==> config.mk <==
export PLATFORM = sky130hd
export DESIGN_NAME = smcd_ctrl
export DESIGN_NICKNAME = d
export VERILOG_FILES = /design/src/sequential_mean_change_detector_core_macros.svh /design/src/smcd_pkg.sv /design/src/smcd_ctrl.sv
export SDC_FILE = /design/constraint.sdc
export NUM_CORES = 1
export LEC_CHECK = 0
export BUFFER_PORTS_ARGS = -buffer_cell sky130_fd_sc_hd__buf_2
export CAP_MARGIN = 20
export CORE_AREA = 2 2 39 41
export DETAILED_ROUTE_END_ITERATION = 8
export DIE_AREA = 0 0 41 43
export PLACE_DENSITY = 0.73
export SLEW_MARGIN = 10
export SYNTH_ARGS = -nofsm -noshare
export SYNTH_HDL_FRONTEND = slang
export SYNTH_SLANG_ARGS = --single-unit
==> constraint.sdc <==
create_clock -name clk -period 1.7 [get_ports clk]
set_clock_uncertainty 0.05 [all_clocks]
set_input_delay 0.17 -clock clk [delete_from_list [all_inputs] [get_ports clk]]
set_output_delay 0.17 -clock clk [all_outputs]
set_load 0.05 [all_outputs]
==> src/sequential_mean_change_detector_core_macros.svh <==
// Assertion macros used by the change detector datapath.
`ifndef SEQUENTIAL_MEAN_CHANGE_DETECTOR_CORE_MACROS_SVH
`define SEQUENTIAL_MEAN_CHANGE_DETECTOR_CORE_MACROS_SVH

// Same-cycle implication, checked on every rising clk edge outside reset
`define SMCD_ASSERT_NOW(label, ante, cons) \
	label: assert property (@(posedge clk) disable iff (!arst_n) (ante) |-> (cons)) \
		else $error("smcd same-cycle check failed");

// Next-cycle implication
`define SMCD_ASSERT_NEXT(label, ante, cons) \
	label: assert property (@(posedge clk) disable iff (!arst_n) (ante) |=> (cons)) \
		else $error("smcd next-cycle check failed");

`endif

==> src/smcd_pkg.sv <==
// Package: widths, codes, state and command types of the change detector.
`timescale 1ns / 1ps
package smcd_pkg;

	localparam int MAX_LEN = 1024;
	localparam int CNT_W   = $clog2(MAX_LEN + 1);
	localparam int POS_W   = 11;
	localparam int SMP_W   = 16;
	localparam int SUM_W   = 27;
	localparam int LL_W    = 10;
	localparam logic [LL_W-1:0] LL_RESET = 10'd64;
	localparam int STAT_W  = 48;
	localparam int FRAC_SH = 32;

	// split-point arithmetic
	localparam int PROD_W  = SUM_W + CNT_W + 1;
	localparam int DIFF_W  = PROD_W + 1;
	localparam int A_W     = SUM_W + CNT_W - 1;
	localparam int AL_W    = (A_W + 1) / 2;
	localparam int AH_W    = A_W - AL_W;
	localparam int SUMA_W  = A_W + CNT_W;
	localparam int SUMA2_W = 2 * A_W + CNT_W;
	localparam int CX_W    = A_W + CNT_W;

	// root and divider units
	localparam int SQ_W    = LL_W / 2 + 17;
	localparam int RT_W    = (SUMA2_W + FRAC_SH + 1) / 2;
	localparam int RAD_W   = 2 * RT_W;
	localparam int NUM_W   = SUMA_W + FRAC_SH;
	localparam int DEN_W   = 2 * LL_W + SQ_W + 1;

	typedef enum logic [4:0] {
		ST_IDLE, ST_CHECK, ST_INIT, ST_RD, ST_MUL, ST_ABS, ST_SQ1, ST_SQ2, ST_ACC,
		ST_SQM, ST_SQM_W, ST_PROD1, ST_PROD2, ST_SQP, ST_SQP_W,
		ST_DIVR, ST_DIVR_W, ST_DIVS, ST_DIVS_W, ST_DIVT, ST_DIVT_W,
		ST_DIVE, ST_DIVE_W, ST_DIVQ, ST_DIVQ_W, ST_LOAD
	} state_t;

	typedef enum logic [2:0] {DIV_R, DIV_S, DIV_T, DIV_E, DIV_Q} div_sel_t;
	typedef enum logic {SQRT_M, SQRT_P} sqrt_sel_t;

	typedef struct packed {
		logic      accept;
		logic      walk_init;
		logic      mul;
		logic      absv;
		logic      sq1;
		logic      sq2;
		logic      acc;
		logic      sqrt_start;
		sqrt_sel_t sqrt_sel;
		logic      prod1;
		logic      prod2;
		logic      div_start;
		div_sel_t  div_sel;
		logic      load_out;
	} cmd_t;

	typedef struct packed {
		logic monitor;
		logic walk_end;
		logic sqrt_done;
		logic div_done;
		logic arg_e_none;
		logic out_full;
	} status_t;

endpackage

==> src/smcd_ctrl.sv <==
// Controller: sequences intake, split-point walk, root and divide steps, result load.
`timescale 1ns / 1ps
module smcd_ctrl import smcd_pkg::*; (
	input  logic    clk,
	input  logic    arst_n,
	input  logic    in_valid,
	output logic    in_ready,
	input  status_t status,
	output cmd_t    cmd
);
	state_t state_q;
	state_t state_nx;

	always_ff @(posedge clk or negedge arst_n) begin
		if (!arst_n) begin
			state_q <= ST_IDLE;
		end else begin
			state_q <= state_nx;
		end
	end

	// next state
	always_comb begin
		state_nx = state_q;
		case (state_q)
			ST_IDLE:   if (in_valid) state_nx = ST_CHECK;
			ST_CHECK:  state_nx = status.monitor ? ST_INIT : ST_IDLE;
			ST_INIT:   state_nx = ST_RD;
			ST_RD:     state_nx = ST_MUL;
			ST_MUL:    state_nx = ST_ABS;
			ST_ABS:    state_nx = ST_SQ1;
			ST_SQ1:    state_nx = ST_SQ2;
			ST_SQ2:    state_nx = ST_ACC;
			ST_ACC:    state_nx = status.walk_end ? ST_SQM : ST_RD;
			ST_SQM:    state_nx = ST_SQM_W;
			ST_SQM_W:  if (status.sqrt_done) state_nx = ST_PROD1;
			ST_PROD1:  state_nx = ST_PROD2;
			ST_PROD2:  state_nx = ST_SQP;
			ST_SQP:    state_nx = ST_SQP_W;
			ST_SQP_W:  if (status.sqrt_done) state_nx = ST_DIVR;
			ST_DIVR:   state_nx = ST_DIVR_W;
			ST_DIVR_W: if (status.div_done) state_nx = ST_DIVS;
			ST_DIVS:   state_nx = ST_DIVS_W;
			ST_DIVS_W: if (status.div_done) state_nx = ST_DIVT;
			ST_DIVT:   state_nx = ST_DIVT_W;
			ST_DIVT_W: begin
				if (status.div_done) begin
					state_nx = status.arg_e_none ? ST_DIVQ : ST_DIVE;
				end
			end
			ST_DIVE:   state_nx = ST_DIVE_W;
			ST_DIVE_W: if (status.div_done) state_nx = ST_DIVQ;
			ST_DIVQ:   state_nx = ST_DIVQ_W;
			ST_DIVQ_W: if (status.div_done) state_nx = ST_LOAD;
			ST_LOAD:   if (!status.out_full) state_nx = ST_IDLE;
			default:   state_nx = ST_IDLE;
		endcase
	end

	// commands
	always_comb begin
		cmd      = '0;
		in_ready = 1'b0;
		case (state_q)
			ST_IDLE: begin
				in_ready   = 1'b1;
				cmd.accept = in_valid;
			end
			ST_INIT:  cmd.walk_init = 1'b1;
			ST_MUL:   cmd.mul = 1'b1;
			ST_ABS:   cmd.absv = 1'b1;
			ST_SQ1:   cmd.sq1 = 1'b1;
			ST_SQ2:   cmd.sq2 = 1'b1;
			ST_ACC:   cmd.acc = 1'b1;
			ST_SQM: begin
				cmd.sqrt_start = 1'b1;
				cmd.sqrt_sel   = SQRT_M;
			end
			ST_PROD1: cmd.prod1 = 1'b1;
			ST_PROD2: cmd.prod2 = 1'b1;
			ST_SQP: begin
				cmd.sqrt_start = 1'b1;
				cmd.sqrt_sel   = SQRT_P;
			end
			ST_DIVR: begin
				cmd.div_start = 1'b1;
				cmd.div_sel   = DIV_R;
			end
			ST_DIVS: begin
				cmd.div_start = 1'b1;
				cmd.div_sel   = DIV_S;
			end
			ST_DIVT: begin
				cmd.div_start = 1'b1;
				cmd.div_sel   = DIV_T;
			end
			ST_DIVE: begin
				cmd.div_start = 1'b1;
				cmd.div_sel   = DIV_E;
			end
			ST_DIVQ: begin
				cmd.div_start = 1'b1;
				cmd.div_sel   = DIV_Q;
			end
			ST_LOAD:  cmd.load_out = !status.out_full;
			default:  cmd = '0;
		endcase
	end

endmodule

# After elaboration in Yosys (flattened, before gate mapping)
# Cells that the tools add are included.
[word_totals]
register_bits = 5
inputBits = 9
output_inout_bits = 17
[classes]
n_eq_ne = 34
muxes = 26
n_reduce_logical = 3
[op_table]
columns = ["cell", "n"]
rows = [
  ["5-bit case mux with 26 select lines", 1],
  ["5-bit equality test, second input constant", 10],
  ["5-bit two-way mux", 9],
  ["5-bit by 4-bit equality test with 1-bit output, second input constant", 8],
  ["5-bit by 3-bit equality test with 1-bit output, second input constant", 4],
  ["4-bit case mux with 5 select lines", 1],
  ["2-bit != test, second input constant", 9],
  ["1-bit two-way mux", 11],
  ["5-bit by 2-bit equality test with 1-bit output, second input constant", 2],
  ["9-bit AND reduction", 1],
  ["5-bit by 1-bit equality test with 1-bit output, second input constant", 1],
  ["5-bit zero test", 1],
  ["2-bit two-way mux", 2],
  ["4-bit two-way mux", 1],
  ["2-bit case mux with 2 select lines", 1],
  ["1-bit zero test", 1],
]

# Longest topological paths before layout
[logic_depth]
depth_word = 3
depth_mapped = 6

# Worst setup path after synthesis
# OpenSTA, ideal clock, no wires.
[synth_timing]
path_kind = "flip-flop to output port"
from = "register state_q[2]"
to = "output cmd[0] (netlist bit)"
arrival_ns = 2.264
t_required_ns = 1.480
path_slack_ns = -0.784
path_stages_with_launch = 4
path_cell_list = "dfrtp_1 > buf_2 > buf_1 > nor4_1"
[synth_rtl]
columns = ["element", "line", "text"]
rows = [
  ["start: declaration", "smcd_ctrl.sv:11", "state_t state_q;"],
  ["start signal: assignment", "smcd_ctrl.sv:18", "state_q <= state_nx;"],
  ["end: declaration", "smcd_ctrl.sv:9", "output cmd_t cmd"],
]

==> impl_metrics.tcl <==
set metrics [dict create \
    vias_per_cell 5.38 \
    ant_nets 0 \
    hold_viol_final 0 \
    crit_required_ns 1.48 \
    period_minus_slack_ns 1.67 \
    end_kind "output port" \
    fill_cells 103 \
    path_buf_inv 2 \
    critical_path_arrival_ns 1.45 \
    leakage_uw 0.000421 \
    seq_area_frac_synth 0.225 \
    powerDensity_nw_per_um2 2210 \
    grtUsageTotal 0.209 \
    clk_pin_slew_ns 0.05 \
    routed_wl_mm 1.82 \
    path_cells "nand2b_1 -> buf_4 -> nor3_2 -> buf_4" \
    drc 0 \
    fin_crit_sh 0.980 \
    yosysWarnings 0 \
    synth-xor-area-share 0.0315 \
    syn2layout_area_growth_pct 65.3 \
    ys.flop_type "dfrtp_1" \
    io_buffer_count 25 \
    synth_nets 90 \
    synth-compound-area-share 0.207 \
    critical_path.max_stage_delay_ns 0.49 \
    synth_seq_cells 5 \
    dieArea_um2 1760 \
    grt_pass1_wl_mm 2.54 \
    dr.first_iter.drc_count 43 \
    largest_reg_flops 5 \
    cts_tree "done" \
    synth_top_family_by_area "simple AND/OR/NAND/NOR gates" \
    setup_viol 0 \
    synth_top_cell_area_share 0.225 \
    vdd_drop_max_v 0.000835 \
    final_common_cell "buf_4" \
    hpwl_mm 1.22 \
    cts_root_buf "clkbuf_4" \
    ios 26 \
    syn_area_per_cell_um2 6.86 \
    yosys.area_share.adder 0 \
    instances_no_fill 133 \
    most-common-layout-cells "buf_4, buf_2, nand2_1" \
    synthCells 81 \
    die_h_um 43 \
    max-slew-margin-rel 0.825 \
    overflow 0 \
    status "completed" \
    synth_edf_count 0 \
    wire_per_inst_um 13.7 \
    synthSimpleGateAreaFrac 0.426 \
    yosysTopAreaCell "dfrtp_1" \
    placed_cells 123 \
    syn_area_um2 556 \
    dr.pass1.iters 4 \
    die_w_um 41 \
    synth_area_leaders "dfrtp_1, nor2_1, nand2_1" \
    nNetsFinal 127 \
    clk_latency_ns 0.24 \
    drv_slew 0 \
    async_flop_share 1.00 \
    clock.fmax_mhz 600 \
    cp_max_fo 10 \
    routabilityCongestion 0.915 \
    cts_buffers 3 \
    max_flop_register "state_q" \
    antenna_found_initial 0 \
    top_regs "state_q: 5 flops" \
    cts_buffer_depth 2 \
    start_util 0.401 \
    hold_path_class "input pin to async pin" \
    crit_type "flip-flop to output port" \
    cts.sinks 5 \
    synth_mux_area_frac 0.0180 \
    startpoint_type "flip-flop" \
    grt_pass1_vias 574 \
    num_rows 14 \
    grt_max_degree 14 \
    layout-drive-gt1-share 0.573 \
    crit_top_cell "buf_4" \
    reg2reg_depth 5 \
    vias 715 \
    holdWs_ns 0.216 \
    htree_levels 1 \
    maxCapViolCount 0 \
    crit_path_top_delay_cell "dfrtp_2" \
    cp_num_cells 4 \
    synth.distinct_cells 35 \
    critPathTopFamily "flip-flops" \
    worst_pin_slew_ns 0.262 \
    antenna_cells 0 \
    core-area_um2 1380 \
]
[logic make-up after synthesis]
group                  count (synthesis)
AND/OR/NAND/NOR                       46
AO/OA/AOI/OAI                         17
multiplexers                           1
buffers and inverters                 10
XOR/XNOR                               2
flip-flops                             5
[cells in the mapped netlist (2+ instances only)]
| master | count |
|---|---|
| nand3_1 | 2 |
| nor3b_1 | 2 |
| nor2b_1 | 2 |
| clkbuf_1 | 2 |
| o21ai_0 | 3 |
| nand2b_1 | 3 |
| nand3b_1 | 2 |
| inv_1 | 3 |
| o21ai_1 | 5 |
| nand2_1 | 11 |
| nor3_1 | 3 |
| dfrtp_1 | 5 |
| nor2_1 | 15 |
| buf_2 | 2 |
[final cells by class]
type	instances	area (um^2)	area share
Timing Repair Buffer	39	267	0.290
Inverter	3	11.3	0.0123
Sequential cell	5	131	0.143
Multi-Input combinational cell	66	463	0.504
Clock buffer	4	26.3	0.0286
Tap cell	16	20.0	0.0218
[power by group]
part           internal, uW  switching, uW
clock network          88.9           50.9
registers               192            156
logic                   602            936
[through the flow]
step / TNS [ns] / utilization / setup slack (ns) / total power (uW) / area (um^2)
3_3_place_gp: 0 / 0.561 / 0.0981 / 1650 / 777
4_1_cts: 0 / 0.605 / 0.00349 / 1840 / 837
3_5_place_dp: 0 / 0.561 / 0.0927 / 1660 / 777
2_1_floorplan: -0.480 / - / -0.248 / 1350 / 612
6_report: 0 / 0.664 / 0.0333 / 2030 / 918
5_1_grt: -0.0154 / 0.664 / -0.0154 / 2160 / 918
[path summary, 6_finish.rpt]
kind / from / endpoint / slack [ns]
setup / recovery: state_q[4] / cmd[6] / 0.03
hold / removal: arst_n / state_q[3] / 0.22
setup reg to reg: state_q[1] / state_q[4] / 0.15
max in group asynchronous: arst_n / state_q[2] / 1.23
hold reg to reg: state_q[2] / state_q[0] / 0.69
min in group clk: status[0] / state_q[0] / 0.27
[what timing repair did]
item / in CTS / in global routing
hold buffers: 1 / 0
endpoints found under the hold margin: 5 / 0
resized for setup: 10 / 14
setup buffers: 0 / 5
endpoints found under the setup margin: 13 / 16
[per-layer routing]
layer | up-vias | GRT usage | wire, um
met5 | - | 0 | 0
met4 | 0 | 0.0800 | 17
met3 | 4 | 0.0314 | 132
met2 | 35 | 0.325 | 897
met1 | 324 | 0.279 | 770
li1 | 352 | - | -
Note: power is estimated with default switching activity, not from simulation.
